### config.mk
export PLATFORM = sky130hd
export DESIGN_NAME = modbus_rtu_response_receiver_unit_flat
export DESIGN_NICKNAME = d
export VERILOG_FILES = /design/src/rtl/core/mrr_pkg.sv /design/src/rtl/core/mrr_ifs.sv /design/src/rtl/core/mrr_csr.sv /design/src/rtl/core/mrr_step.sv /design/src/rtl/core/modbus_rtu_response_receiver_unit.sv /design/src/flat_wrapper.sv
export SDC_FILE = /design/constraint.sdc
export NUM_CORES = 1
export LEC_CHECK = 0
export BUFFER_PORTS_ARGS = -buffer_cell sky130_fd_sc_hd__clkbuf_2
export CAP_MARGIN = 20
export CORE_UTILIZATION = 55
export CTS_CLUSTER_SIZE = 16
export DETAILED_ROUTE_END_ITERATION = 7
export PLACE_DENSITY = 0.8
export SLEW_MARGIN = 20
export SYNTH_ARGS = -nofsm -noshare
export SYNTH_HDL_FRONTEND = slang
export SYNTH_SLANG_ARGS = --single-unit
### constraint.sdc
create_clock -name clock -period 5.07 [get_ports clock]
set_input_delay 1.014 -clock clock [delete_from_list [all_inputs] [get_ports clock]]
set_output_delay 1.014 -clock clock [all_outputs]
set_load 0.02 [all_outputs]
### src/rtl/core/mrr_pkg.sv
// mrr_pkg: shared types, codes and the crc-16 byte update for the modbus rtu
// response receiver. No dependencies; every other file in rtl/core imports it.
`default_nettype none

package mrr_pkg;

   localparam int unsigned ADDR_W     = 3;
   localparam int unsigned DATA_W     = 32;
   localparam int unsigned CNT_W      = 9;

   // register byte addresses
   localparam logic [ADDR_W-1:0] REG_SLAVE_ADDRESS = 3'd0;

   // request function codes
   localparam logic [1:0] FUNC_START   = 2'd0;
   localparam logic [1:0] FUNC_BYTE    = 2'd1;
   localparam logic [1:0] FUNC_TIMEOUT = 2'd2;

   // result status codes
   localparam logic [2:0] ST_RECEIVING = 3'd0;
   localparam logic [2:0] ST_OK        = 3'd1;
   localparam logic [2:0] ST_TIMEOUT   = 3'd2;
   localparam logic [2:0] ST_SLAVE     = 3'd3;
   localparam logic [2:0] ST_CRC       = 3'd4;
   localparam logic [2:0] ST_EXC       = 3'd5;

   localparam logic [15:0]      CRC_INIT    = 16'hFFFF;
   localparam logic [15:0]      CRC_POLY    = 16'hA001;
   localparam logic [7:0]       EXC_FLAG    = 8'h80;
   localparam logic [7:0]       FC_READ_LO  = 8'h01;
   localparam logic [7:0]       FC_READ_HI  = 8'h04;
   localparam logic [7:0]       FC_WR_COIL  = 8'h05;
   localparam logic [7:0]       FC_WR_REG   = 8'h06;
   localparam logic [7:0]       FC_WR_COILS = 8'h0F;
   localparam logic [7:0]       FC_WR_REGS  = 8'h10;
   localparam logic [CNT_W-1:0] MAX_FRAME   = 9'd260;
   localparam logic [7:0]       SLAVE_RESET = 8'h01;

   typedef enum logic [1:0] {
      PH_IDLE = 2'd0,
      PH_RECV = 2'd1,
      PH_DONE = 2'd2
   } mrr_phase_type;

   typedef struct packed {
      mrr_phase_type    phase;
      logic [CNT_W-1:0] count;
      logic [15:0]      crc;
      logic [7:0]       first_byte;
      logic [7:0]       func_code;
      logic [7:0]       third_byte;
   } mrr_state_type;

   typedef struct packed {
      logic [7:0]       byte_out;
      logic [CNT_W-1:0] byte_index;
      logic             done_res;
      logic [2:0]       status;
      logic [7:0]       function_code;
      logic [7:0]       exception_code;
      logic [CNT_W-1:0] frame_length;
   } mrr_rsp_type;

   localparam mrr_state_type STATE_CLEAR = '{
      phase:      PH_IDLE,
      count:      '0,
      crc:        CRC_INIT,
      first_byte: 8'h00,
      func_code:  8'h00,
      third_byte: 8'h00
   };

   // reflected crc-16, one byte, bit steps unrolled
   function automatic logic [15:0] crc16_byte(input logic [15:0] crc, input logic [7:0] b);
      logic [15:0] c;
      c = crc ^ {8'h00, b};
      for (int k = 0; k < 8; k++) begin
         c = c[0] ? ((c >> 1) ^ CRC_POLY) : (c >> 1);
      end
      return c;
   endfunction

endpackage

`default_nettype wire

### src/rtl/core/mrr_ifs.sv
// mrr_req_if and mrr_rsp_if: valid/ready channels of the response receiver.
// Depends on mrr_pkg for field widths.
`default_nettype none

interface mrr_req_if;
   import mrr_pkg::*;
   logic       valid;
   logic       ready;
   logic [1:0] func;
   logic [7:0] rx_byte;

   modport source (output valid, output func, output rx_byte, input ready);
   modport sink   (input valid, input func, input rx_byte, output ready);
endinterface

interface mrr_rsp_if;
   import mrr_pkg::*;
   logic             valid;
   logic             ready;
   logic [7:0]       byte_out;
   logic [CNT_W-1:0] byte_index;
   logic             done_res;
   logic [2:0]       status;
   logic [7:0]       function_code;
   logic [7:0]       exception_code;
   logic [CNT_W-1:0] frame_length;

   modport source (output valid, output byte_out, output byte_index, output done_res,
                   output status, output function_code, output exception_code,
                   output frame_length, input ready);
   modport sink   (input valid, input byte_out, input byte_index, input done_res,
                   input status, input function_code, input exception_code,
                   input frame_length, output ready);
endinterface

`default_nettype wire

### src/rtl/core/mrr_csr.sv
// mrr_csr: apb-style register block holding the expected slave address.
// Depends on mrr_pkg.
`default_nettype none

module mrr_csr (
   input  wire logic                       clock,
   input  wire logic                       reset,
   input  wire logic                       psel,
   input  wire logic                       penable,
   input  wire logic                       pwrite,
   input  wire logic [mrr_pkg::ADDR_W-1:0] paddr,
   input  wire logic [mrr_pkg::DATA_W-1:0] pwdata,
   output      logic [mrr_pkg::DATA_W-1:0] prdata,
   output      logic                       pready,
   output      logic [7:0]                 slave_address
);
   import mrr_pkg::*;

   logic [7:0] slave_ff;
   logic [7:0] slave_in;
   logic       hit;

   // registers sit on 4-byte boundaries, low bits ignored
   assign hit = (paddr[ADDR_W-1:2] == REG_SLAVE_ADDRESS[ADDR_W-1:2]);

   always_comb begin
      slave_in = slave_ff;
      if (psel && penable && pwrite && hit) begin
         slave_in = pwdata[7:0];
      end
   end

   always_ff @(posedge clock) begin
      if (reset) begin
         slave_ff <= SLAVE_RESET;
      end else begin
         slave_ff <= slave_in;
      end
   end

   assign pready        = 1'b1;
   assign prdata        = hit ? {{(DATA_W-8){1'b0}}, slave_ff} : '0;
   assign slave_address = slave_ff;

endmodule

`default_nettype wire

### src/rtl/core/mrr_step.sv
// mrr_step: combinational frame update for one request: crc, length decode,
// final status and the result fields. Depends on mrr_pkg.
`default_nettype none

module mrr_step (
   input  wire logic                  [1:0] func,
   input  wire logic                  [7:0] rx_byte,
   input  wire logic                  [7:0] slave_address,
   input  wire mrr_pkg::mrr_state_type      state_cur,
   output      mrr_pkg::mrr_state_type      state_nxt,
   output      logic                        res_valid,
   output      mrr_pkg::mrr_rsp_type        res
);
   import mrr_pkg::*;

   mrr_state_type upd;
   logic [9:0]    exp_len;
   logic          frame_done;
   logic [2:0]    st_timeout;
   logic [2:0]    st_byte;

   function automatic logic [2:0] final_status(input mrr_state_type s, input logic [7:0] slv);
      logic [2:0] st;
      if (s.count < 9'd2) st = ST_TIMEOUT;
      else if (s.first_byte != slv) st = ST_SLAVE;
      else if (s.count < 9'd4 || s.crc != 16'h0000) st = ST_CRC;
      else if ((s.func_code & EXC_FLAG) != 8'h00) st = ST_EXC;
      else st = ST_OK;
      return st;
   endfunction

   function automatic mrr_rsp_type fill(input mrr_state_type s, input logic [7:0] b,
                                        input logic [CNT_W-1:0] idx, input logic done,
                                        input logic [2:0] st);
      mrr_rsp_type r;
      r.byte_out       = b;
      r.byte_index     = idx;
      r.done_res       = done;
      r.status         = st;
      r.function_code  = (s.count >= 9'd2) ? s.func_code : 8'h00;
      r.exception_code = (((s.func_code & EXC_FLAG) != 8'h00) && s.count >= 9'd5)
                         ? s.third_byte : 8'h00;
      r.frame_length   = s.count;
      return r;
   endfunction

   // state after taking rx_byte
   always_comb begin
      upd       = state_cur;
      upd.phase = PH_RECV;
      upd.count = state_cur.count + 9'd1;
      upd.crc   = crc16_byte(state_cur.crc, rx_byte);
      if (state_cur.count == 9'd0) upd.first_byte = rx_byte;
      if (state_cur.count == 9'd1) upd.func_code  = rx_byte;
      if (state_cur.count == 9'd2) upd.third_byte = rx_byte;
   end

   // expected length, zero when the code gives none
   always_comb begin
      exp_len = 10'd0;
      if (upd.count >= 9'd2) begin
         if ((upd.func_code & EXC_FLAG) != 8'h00) begin
            exp_len = 10'd5;
         end else if (upd.func_code >= FC_READ_LO && upd.func_code <= FC_READ_HI) begin
            exp_len = 10'd5 + ((upd.count > 9'd2) ? {2'b00, upd.third_byte} : 10'd0);
         end else if (upd.func_code == FC_WR_COIL || upd.func_code == FC_WR_REG ||
                      upd.func_code == FC_WR_COILS || upd.func_code == FC_WR_REGS) begin
            exp_len = 10'd8;
         end
      end
   end

   assign frame_done = (exp_len != 10'd0) && ({1'b0, upd.count} >= exp_len);
   assign st_timeout = final_status(state_cur, slave_address);
   assign st_byte    = frame_done ? final_status(upd, slave_address) : ST_RECEIVING;

   always_comb begin
      state_nxt = state_cur;
      res_valid = 1'b0;
      res       = fill(upd, rx_byte, state_cur.count, frame_done, st_byte);
      case (func)
         FUNC_START: begin
            state_nxt = STATE_CLEAR;
         end
         FUNC_BYTE: begin
            if (state_cur.phase != PH_DONE && state_cur.count < MAX_FRAME) begin
               state_nxt = upd;
               if (frame_done) state_nxt.phase = PH_DONE;
               res_valid = 1'b1;
            end
         end
         FUNC_TIMEOUT: begin
            if (state_cur.phase != PH_DONE) begin
               state_nxt.phase = PH_DONE;
               res_valid       = 1'b1;
               res             = fill(state_cur, 8'h00, '0, 1'b1, st_timeout);
            end
         end
         default: begin
            state_nxt = state_cur;
         end
      endcase
   end

endmodule

`default_nettype wire

### src/rtl/core/modbus_rtu_response_receiver_unit.sv
// Modbus rtu response receiver: one request per cycle, each byte or timeout
// answered from a single result register in the cycle after its transfer, while
// the frame state (count, crc-16, header bytes) updates in the same cycle. The
// request side keeps accepting as long as the result register is empty or is
// being taken; a stalled result holds back only the next request. Start and
// dropped requests give no result. Depends on mrr_pkg, mrr_ifs, mrr_csr, mrr_step.
`default_nettype none

module modbus_rtu_response_receiver_unit (
   input  wire logic                       clock,
   input  wire logic                       reset,
   mrr_req_if.sink                         req_chan,
   mrr_rsp_if.source                       rsp_chan,
   input  wire logic                       psel,
   input  wire logic                       penable,
   input  wire logic                       pwrite,
   input  wire logic [mrr_pkg::ADDR_W-1:0] paddr,
   input  wire logic [mrr_pkg::DATA_W-1:0] pwdata,
   output      logic [mrr_pkg::DATA_W-1:0] prdata,
   output      logic                       pready
);
   import mrr_pkg::*;

   logic          [7:0] slave_address;
   mrr_state_type       state_ff;
   mrr_state_type       state_in;
   mrr_state_type       state_nxt;
   mrr_rsp_type         res;
   logic                res_valid;
   mrr_rsp_type         rsp_ff;
   mrr_rsp_type         rsp_in;
   logic                rsp_valid_ff;
   logic                rsp_valid_in;
   logic                accept;

   mrr_csr u_csr (
      .clock         (clock),
      .reset         (reset),
      .psel          (psel),
      .penable       (penable),
      .pwrite        (pwrite),
      .paddr         (paddr),
      .pwdata        (pwdata),
      .prdata        (prdata),
      .pready        (pready),
      .slave_address (slave_address)
   );

   mrr_step u_step (
      .func          (req_chan.func),
      .rx_byte       (req_chan.rx_byte),
      .slave_address (slave_address),
      .state_cur     (state_ff),
      .state_nxt     (state_nxt),
      .res_valid     (res_valid),
      .res           (res)
   );

   assign req_chan.ready = !rsp_valid_ff || rsp_chan.ready;
   assign accept         = req_chan.valid && req_chan.ready;

   always_comb begin
      state_in     = accept ? state_nxt : state_ff;
      rsp_in       = rsp_ff;
      rsp_valid_in = rsp_valid_ff && !rsp_chan.ready;
      if (accept && res_valid) begin
         rsp_in       = res;
         rsp_valid_in = 1'b1;
      end
   end

   always_ff @(posedge clock) begin
      if (reset) begin
         state_ff     <= STATE_CLEAR;
         rsp_valid_ff <= 1'b0;
      end else begin
         state_ff     <= state_in;
         rsp_valid_ff <= rsp_valid_in;
      end
      // payload needs no reset
      rsp_ff <= rsp_in;
   end

   assign rsp_chan.valid          = rsp_valid_ff;
   assign rsp_chan.byte_out       = rsp_ff.byte_out;
   assign rsp_chan.byte_index     = rsp_ff.byte_index;
   assign rsp_chan.done_res       = rsp_ff.done_res;
   assign rsp_chan.status         = rsp_ff.status;
   assign rsp_chan.function_code  = rsp_ff.function_code;
   assign rsp_chan.exception_code = rsp_ff.exception_code;
   assign rsp_chan.frame_length   = rsp_ff.frame_length;

   // a finished frame answers nothing until the next start
   a_done_silent: assert property (@(posedge clock) disable iff (reset)
      (accept && state_ff.phase == PH_DONE && req_chan.func != FUNC_START
       && rsp_chan.ready) |=> !rsp_chan.valid)
      else $error("result produced after frame completion");

   // status is final exactly on a done result
   a_done_status: assert property (@(posedge clock) disable iff (reset)
      rsp_chan.valid |-> (rsp_chan.done_res == (rsp_chan.status != ST_RECEIVING)))
      else $error("done flag and status disagree");

   // a byte echo reports a length one past its index
   a_byte_len: assert property (@(posedge clock) disable iff (reset)
      (rsp_chan.valid && !rsp_chan.done_res)
      |-> (rsp_chan.frame_length == rsp_chan.byte_index + 9'd1))
      else $error("frame length does not follow byte index");

   // a start transfer always leaves a cleared crc and count
   a_start_clear: assert property (@(posedge clock) disable iff (reset)
      (accept && req_chan.func == FUNC_START)
      |=> (state_ff.crc == CRC_INIT && state_ff.count == '0))
      else $error("start did not clear frame state");

endmodule

`default_nettype wire
### src/flat_wrapper.sv
// flat-port wrapper written by rule: the top's interface ports become plain ports
module modbus_rtu_response_receiver_unit_flat import mrr_pkg::*;
  (clock, reset, psel, penable, pwrite, paddr, pwdata, prdata, pready, req_chan_valid, req_chan_func, req_chan_rx_byte, req_chan_ready, rsp_chan_valid, rsp_chan_byte_out, rsp_chan_byte_index, rsp_chan_done_res, rsp_chan_status, rsp_chan_function_code, rsp_chan_exception_code, rsp_chan_frame_length, rsp_chan_ready);
  mrr_req_if req_chan_i ();
  mrr_rsp_if rsp_chan_i ();
  input  wire logic clock;
  input  wire logic reset;
  input  wire logic psel;
  input  wire logic penable;
  input  wire logic pwrite;
  input  wire logic [mrr_pkg::ADDR_W-1:0] paddr;
  input  wire logic [mrr_pkg::DATA_W-1:0] pwdata;
  output      logic [mrr_pkg::DATA_W-1:0] prdata;
  output      logic pready;
  input wire logic [$bits(req_chan_i.valid)-1:0] req_chan_valid;
  input wire logic [$bits(req_chan_i.func)-1:0] req_chan_func;
  input wire logic [$bits(req_chan_i.rx_byte)-1:0] req_chan_rx_byte;
  output wire logic [$bits(req_chan_i.ready)-1:0] req_chan_ready;
  output wire logic [$bits(rsp_chan_i.valid)-1:0] rsp_chan_valid;
  output wire logic [$bits(rsp_chan_i.byte_out)-1:0] rsp_chan_byte_out;
  output wire logic [$bits(rsp_chan_i.byte_index)-1:0] rsp_chan_byte_index;
  output wire logic [$bits(rsp_chan_i.done_res)-1:0] rsp_chan_done_res;
  output wire logic [$bits(rsp_chan_i.status)-1:0] rsp_chan_status;
  output wire logic [$bits(rsp_chan_i.function_code)-1:0] rsp_chan_function_code;
  output wire logic [$bits(rsp_chan_i.exception_code)-1:0] rsp_chan_exception_code;
  output wire logic [$bits(rsp_chan_i.frame_length)-1:0] rsp_chan_frame_length;
  input wire logic [$bits(rsp_chan_i.ready)-1:0] rsp_chan_ready;
  assign req_chan_i.valid = req_chan_valid;
  assign req_chan_i.func = req_chan_func;
  assign req_chan_i.rx_byte = req_chan_rx_byte;
  assign req_chan_ready = req_chan_i.ready;
  assign rsp_chan_valid = rsp_chan_i.valid;
  assign rsp_chan_byte_out = rsp_chan_i.byte_out;
  assign rsp_chan_byte_index = rsp_chan_i.byte_index;
  assign rsp_chan_done_res = rsp_chan_i.done_res;
  assign rsp_chan_status = rsp_chan_i.status;
  assign rsp_chan_function_code = rsp_chan_i.function_code;
  assign rsp_chan_exception_code = rsp_chan_i.exception_code;
  assign rsp_chan_frame_length = rsp_chan_i.frame_length;
  assign rsp_chan_i.ready = rsp_chan_ready;
  modbus_rtu_response_receiver_unit u_core (.clock(clock), .reset(reset), .req_chan(req_chan_i), .rsp_chan(rsp_chan_i), .psel(psel), .penable(penable), .pwrite(pwrite), .paddr(paddr), .pwdata(pwdata), .prdata(prdata), .pready(pready));
endmodule
==> qor.tcl <==
set qor(postCtsResizedCells) 0
set qor(library_cell_appearing_most_often_on_the_critical_path) {ha_1}
set qor(synth_cell_type_count) 72
set qor(ctsRootBufferMaster) {clkbuf_16}
set qor(path_buf_inv) 0
set qor(drt.antenna.violating_nets) 0
set qor(synth-edff-count) 46
set qor(n_fill_cell) 930
set qor(dieArea_um2) 11900
set qor(p_total_uw) 1910
set qor(setup_total_negative_slack_ns) 0
set qor(synth.yosys.seq_area_share_pct) 41.0
set qor(cts.clk_slew.worst_paths_ns) 0.07
set qor(max-slew-margin-rel_pct) 34.6
set qor(final-setup-viol-count) 0
set qor(final_core_util_pct) 63.1
set qor(cts.sinks) 106
set qor(ir_worst_vdd_v) 0.000152
set qor(vias) 5368
set qor(leakage_uw) 0.00270
set qor(fin_crit_ns) 4.64
set qor(hold_class) {reg -> reg}
set qor(cap_viol_max_count) 0
set qor(layout-area-overhead-vs-synth_pct) 10.0
set qor(timing.critical_path.fanout_max) 9
set qor(layout.cell_area.non_filler_um2) 6930
set qor(placedInstanceArea_um2) 6620
set qor(die_h_um) 109
set qor(syn-mean-instance-area_um2) 9.14
set qor(final_cell_mix) {nor2_1, clkbuf_2, nand2_1, dfxtp_1, edfxtp_1}
set qor(synthFlopType) {dfxtp_1}
set qor(setup.worst_path.class) {reg -> reg}
set qor(worst_pin_slew_ns) 0.975
set qor(critical_path.slowest_cell) {dfxtp_1}
set qor(remaining_drc_errors) 0
set qor(most_crowded_layer_gr) {met2}
set qor(met3_usage_pct) 4.72
set qor(boundaryPins) 133
set qor(global_route.overflow_total) 0
set qor(met2_usage_pct) 46.1
set qor(timing.critical_path.from_type) {flop}
set qor(worstPathCellList) {ha_1 > nand3_4 > o21ai_1 > a211oi_4 > nor2_2 > ha_1 > nor2_1 > nor3b_1 > nor2_1 > a21oi_1 > nand3_1 > ha_1 > a21o_1 > a21o_1 > a221oi_2 > o21ai_0}
set qor(routed_wl_mm) 14.9
set qor(crit_path_max_incr_delay_ns) 0.55
set qor(grt_max_degree) 45
set qor(timing.final.crit_share_pct) 91.5
set qor(coreArea_um2) 11000
set qor(final_hold_fails) 0
set qor(final_common_cell) {nor2_1}
set qor(clock_skew_ns) 0.00379
set qor(grt_use_total_pct) 26.9
set qor(yosysWarningCount) 0
set qor(gp_routability_congestion) 0.948
set qor(routed_via_density) 6.01
set qor(cts_hold_buffers) 0
set qor(synthCells) 689
set qor(final.hold.worst_slack_ns) 0.498
set qor(synth_async_sr_flop_share_pct) 0
set qor(syn-cell-area_um2) 6300
set qor(clk_latency_ns) 0.35
set qor(f_max_ghz) 0.216
set qor(cp_capture_type) {flop}
set qor(cp.required_ns) 5.11
set qor(first_global_vias) 5075
set qor(start_util_pct) 57.4
set qor(grt_use_met1_pct) 33.2
set qor(maxSlewViolCount) 0
set qor(timing.critical_path.max_delay_family) {compound AO/OA/AOI/OAI gates}
set qor(worst_ep_arrival_time_ns) 4.68
set qor(synth-seq-cells) 106
set qor(grt_first_pass_wirelength_mm) 24.8
set qor(num_rows) 38
set qor(layout-drive-gt1-share_pct) 16.5
set qor(cts_made_buffers) 9
set qor(cts.repair_timing.setup_buffer_count) 0
set qor(dp_wirelength_mm) 10.4
set qor(rsz_0062_raised_after_global_routing) {no}
set qor(num_antenna_cells) 0
set qor(dr.first_iter.drc_count) 377
set qor(outcome) {completed}
set qor(dr.pass1.iters) 7
set qor(cts_tree) {done}
set qor(cts.path.max_buffers) 2
set qor(wire_per_inst_um) 16.7
set qor(chipWidth_um) 109
set qor(power_density_nw_per_um2) 276
set qor(cts.htree.levels) 3
set qor(antenna_found_initial) 0
set qor(port_buffers) 81
set qor(finish.net_count) 818
-- where the power goes --
part           leakage [uW]  switching [uW]  internal, uW  total, uW
Clock              0.000156             306           428        733
Combinational       0.00162             170          81.7        252
Sequential         0.000914            14.2           913        927
-- registers in the layout, indices dropped and copies added (netlist names) --
name and cells:
u_core.state_ff 51, u_core.rsp_chan.function_code 8, u_core.rsp_chan.frame_length 9, u_core.u_csr.slave_address 8, u_core.rsp_chan.byte_out 8, u_core.rsp_chan.done_res 1, u_core.rsp_chan.exception_code 8, u_core.rsp_chan.valid 1
u_core.rsp_chan.status 3, u_core.rsp_chan.byte_index 9
-- metal layers --
metal | routed length, um | vias up
met5 | 0 | -
met4 | 428 | 0
met3 | 1350 | 44
met2 | 7180 | 292
met1 | 5940 | 2502
li1 | - | 2530
-- logic make-up after synthesis --
kind of cell,after synthesis,synth area share (%)
fa+ha+maj,18,3.58
flops,106,41.0
compound gates,168,18.9
mux,7,1.11
other cells,2,0.119
buf+inv,82,7.73
xor+xnor,56,7.79
simple gates,250,19.8
-- synthesized netlist by cell type (5+ instances only) --
master | number | area share, %
nor2_1 | 82 | 4.9
nand2_1 | 68 | 4.1
dfxtp_1 | 60 | 19
edfxtp_1 | 46 | 22
xnor2_1 | 43 | 6.0
a21oi_1 | 38 | 3.0
buf_4 | 27 | 3.2
a22oi_1 | 25 | 3.0
o21ai_0 | 21 | 1.7
clkbuf_1 | 20 | 1.2
ha_1 | 18 | 3.6
o22ai_1 | 17 | 1.7
inv_1 | 16 | 0.95
a22o_1 | 15 | 2.1
and2_1 | 14 | 1.4
xor2_1 | 13 | 1.8
nor2b_1 | 12 | 1.2
nor3_1 | 12 | 0.95
a21o_1 | 11 | 1.3
nand3_1 | 10 | 0.79
buf_2 | 7 | 0.56
mux2i_1 | 7 | 1.1
nand4_1 | 7 | 0.70
nor3b_1 | 7 | 0.83
buf_6 | 6 | 1.1
nand2b_1 | 6 | 0.60
nor4_1 | 6 | 0.60
o31ai_1 | 6 | 0.71
o21ai_1 | 5 | 0.40
-- stage by stage --
stage | cells | setup slack [ns]
after floorplan | 712 | 0.760
after global placement | 877 | 0.604
after detailed placement | 877 | 0.492
after CTS | 893 | 0.460
after global routing | 893 | 0.122
final | 893 | 0.431
-- final timing paths --
path	startpoint	endpoint	depth (start not counted)	slack [ns]
setup reg to reg	u_core.state_ff[41]	u_core.rsp_chan.done_res	16	0.43
setup / recovery	u_core.state_ff[41]	u_core.rsp_chan.done_res	16	0.43
hold reg to reg	u_core.state_ff[37]	u_core.state_ff[37]	2	0.50
hold / removal	u_core.state_ff[37]	u_core.state_ff[37]	2	0.50
-- final cells by class --
| cell class | instances | area, um2 | share of cell area (%) |
|---|---|---|---|
| Inverter | 17 | 63.8 | 0.921 |
| Clock buffer | 9 | 225 | 3.25 |
| Tap cell | 140 | 175 | 2.53 |
| Sequential cell | 106 | 2580 | 37.3 |
| Multi-Input combinational cell | 524 | 3330 | 48.0 |
| Clock inverter | 7 | 83.8 | 1.21 |
| Timing Repair Buffer | 90 | 473 | 6.82 |
-- worst reg2reg max path, cell delays in order, from the launching register on --
cell and delay, ns:
dfxtp_1 0.55, ha_1 0.40, nand3_4 0.18, o21ai_1 0.44, a211oi_4 0.15, nor2_2 0.18
ha_1 0.34, nor2_1 0.10, nor3b_1 0.21, nor2_1 0.07, a21oi_1 0.19, nand3_1 0.10
ha_1 0.31, a21o_1 0.18, a21o_1 0.18, a221oi_2 0.55, o21ai_0 0.22
No activity file was read; power rests on OpenSTA's default activity.
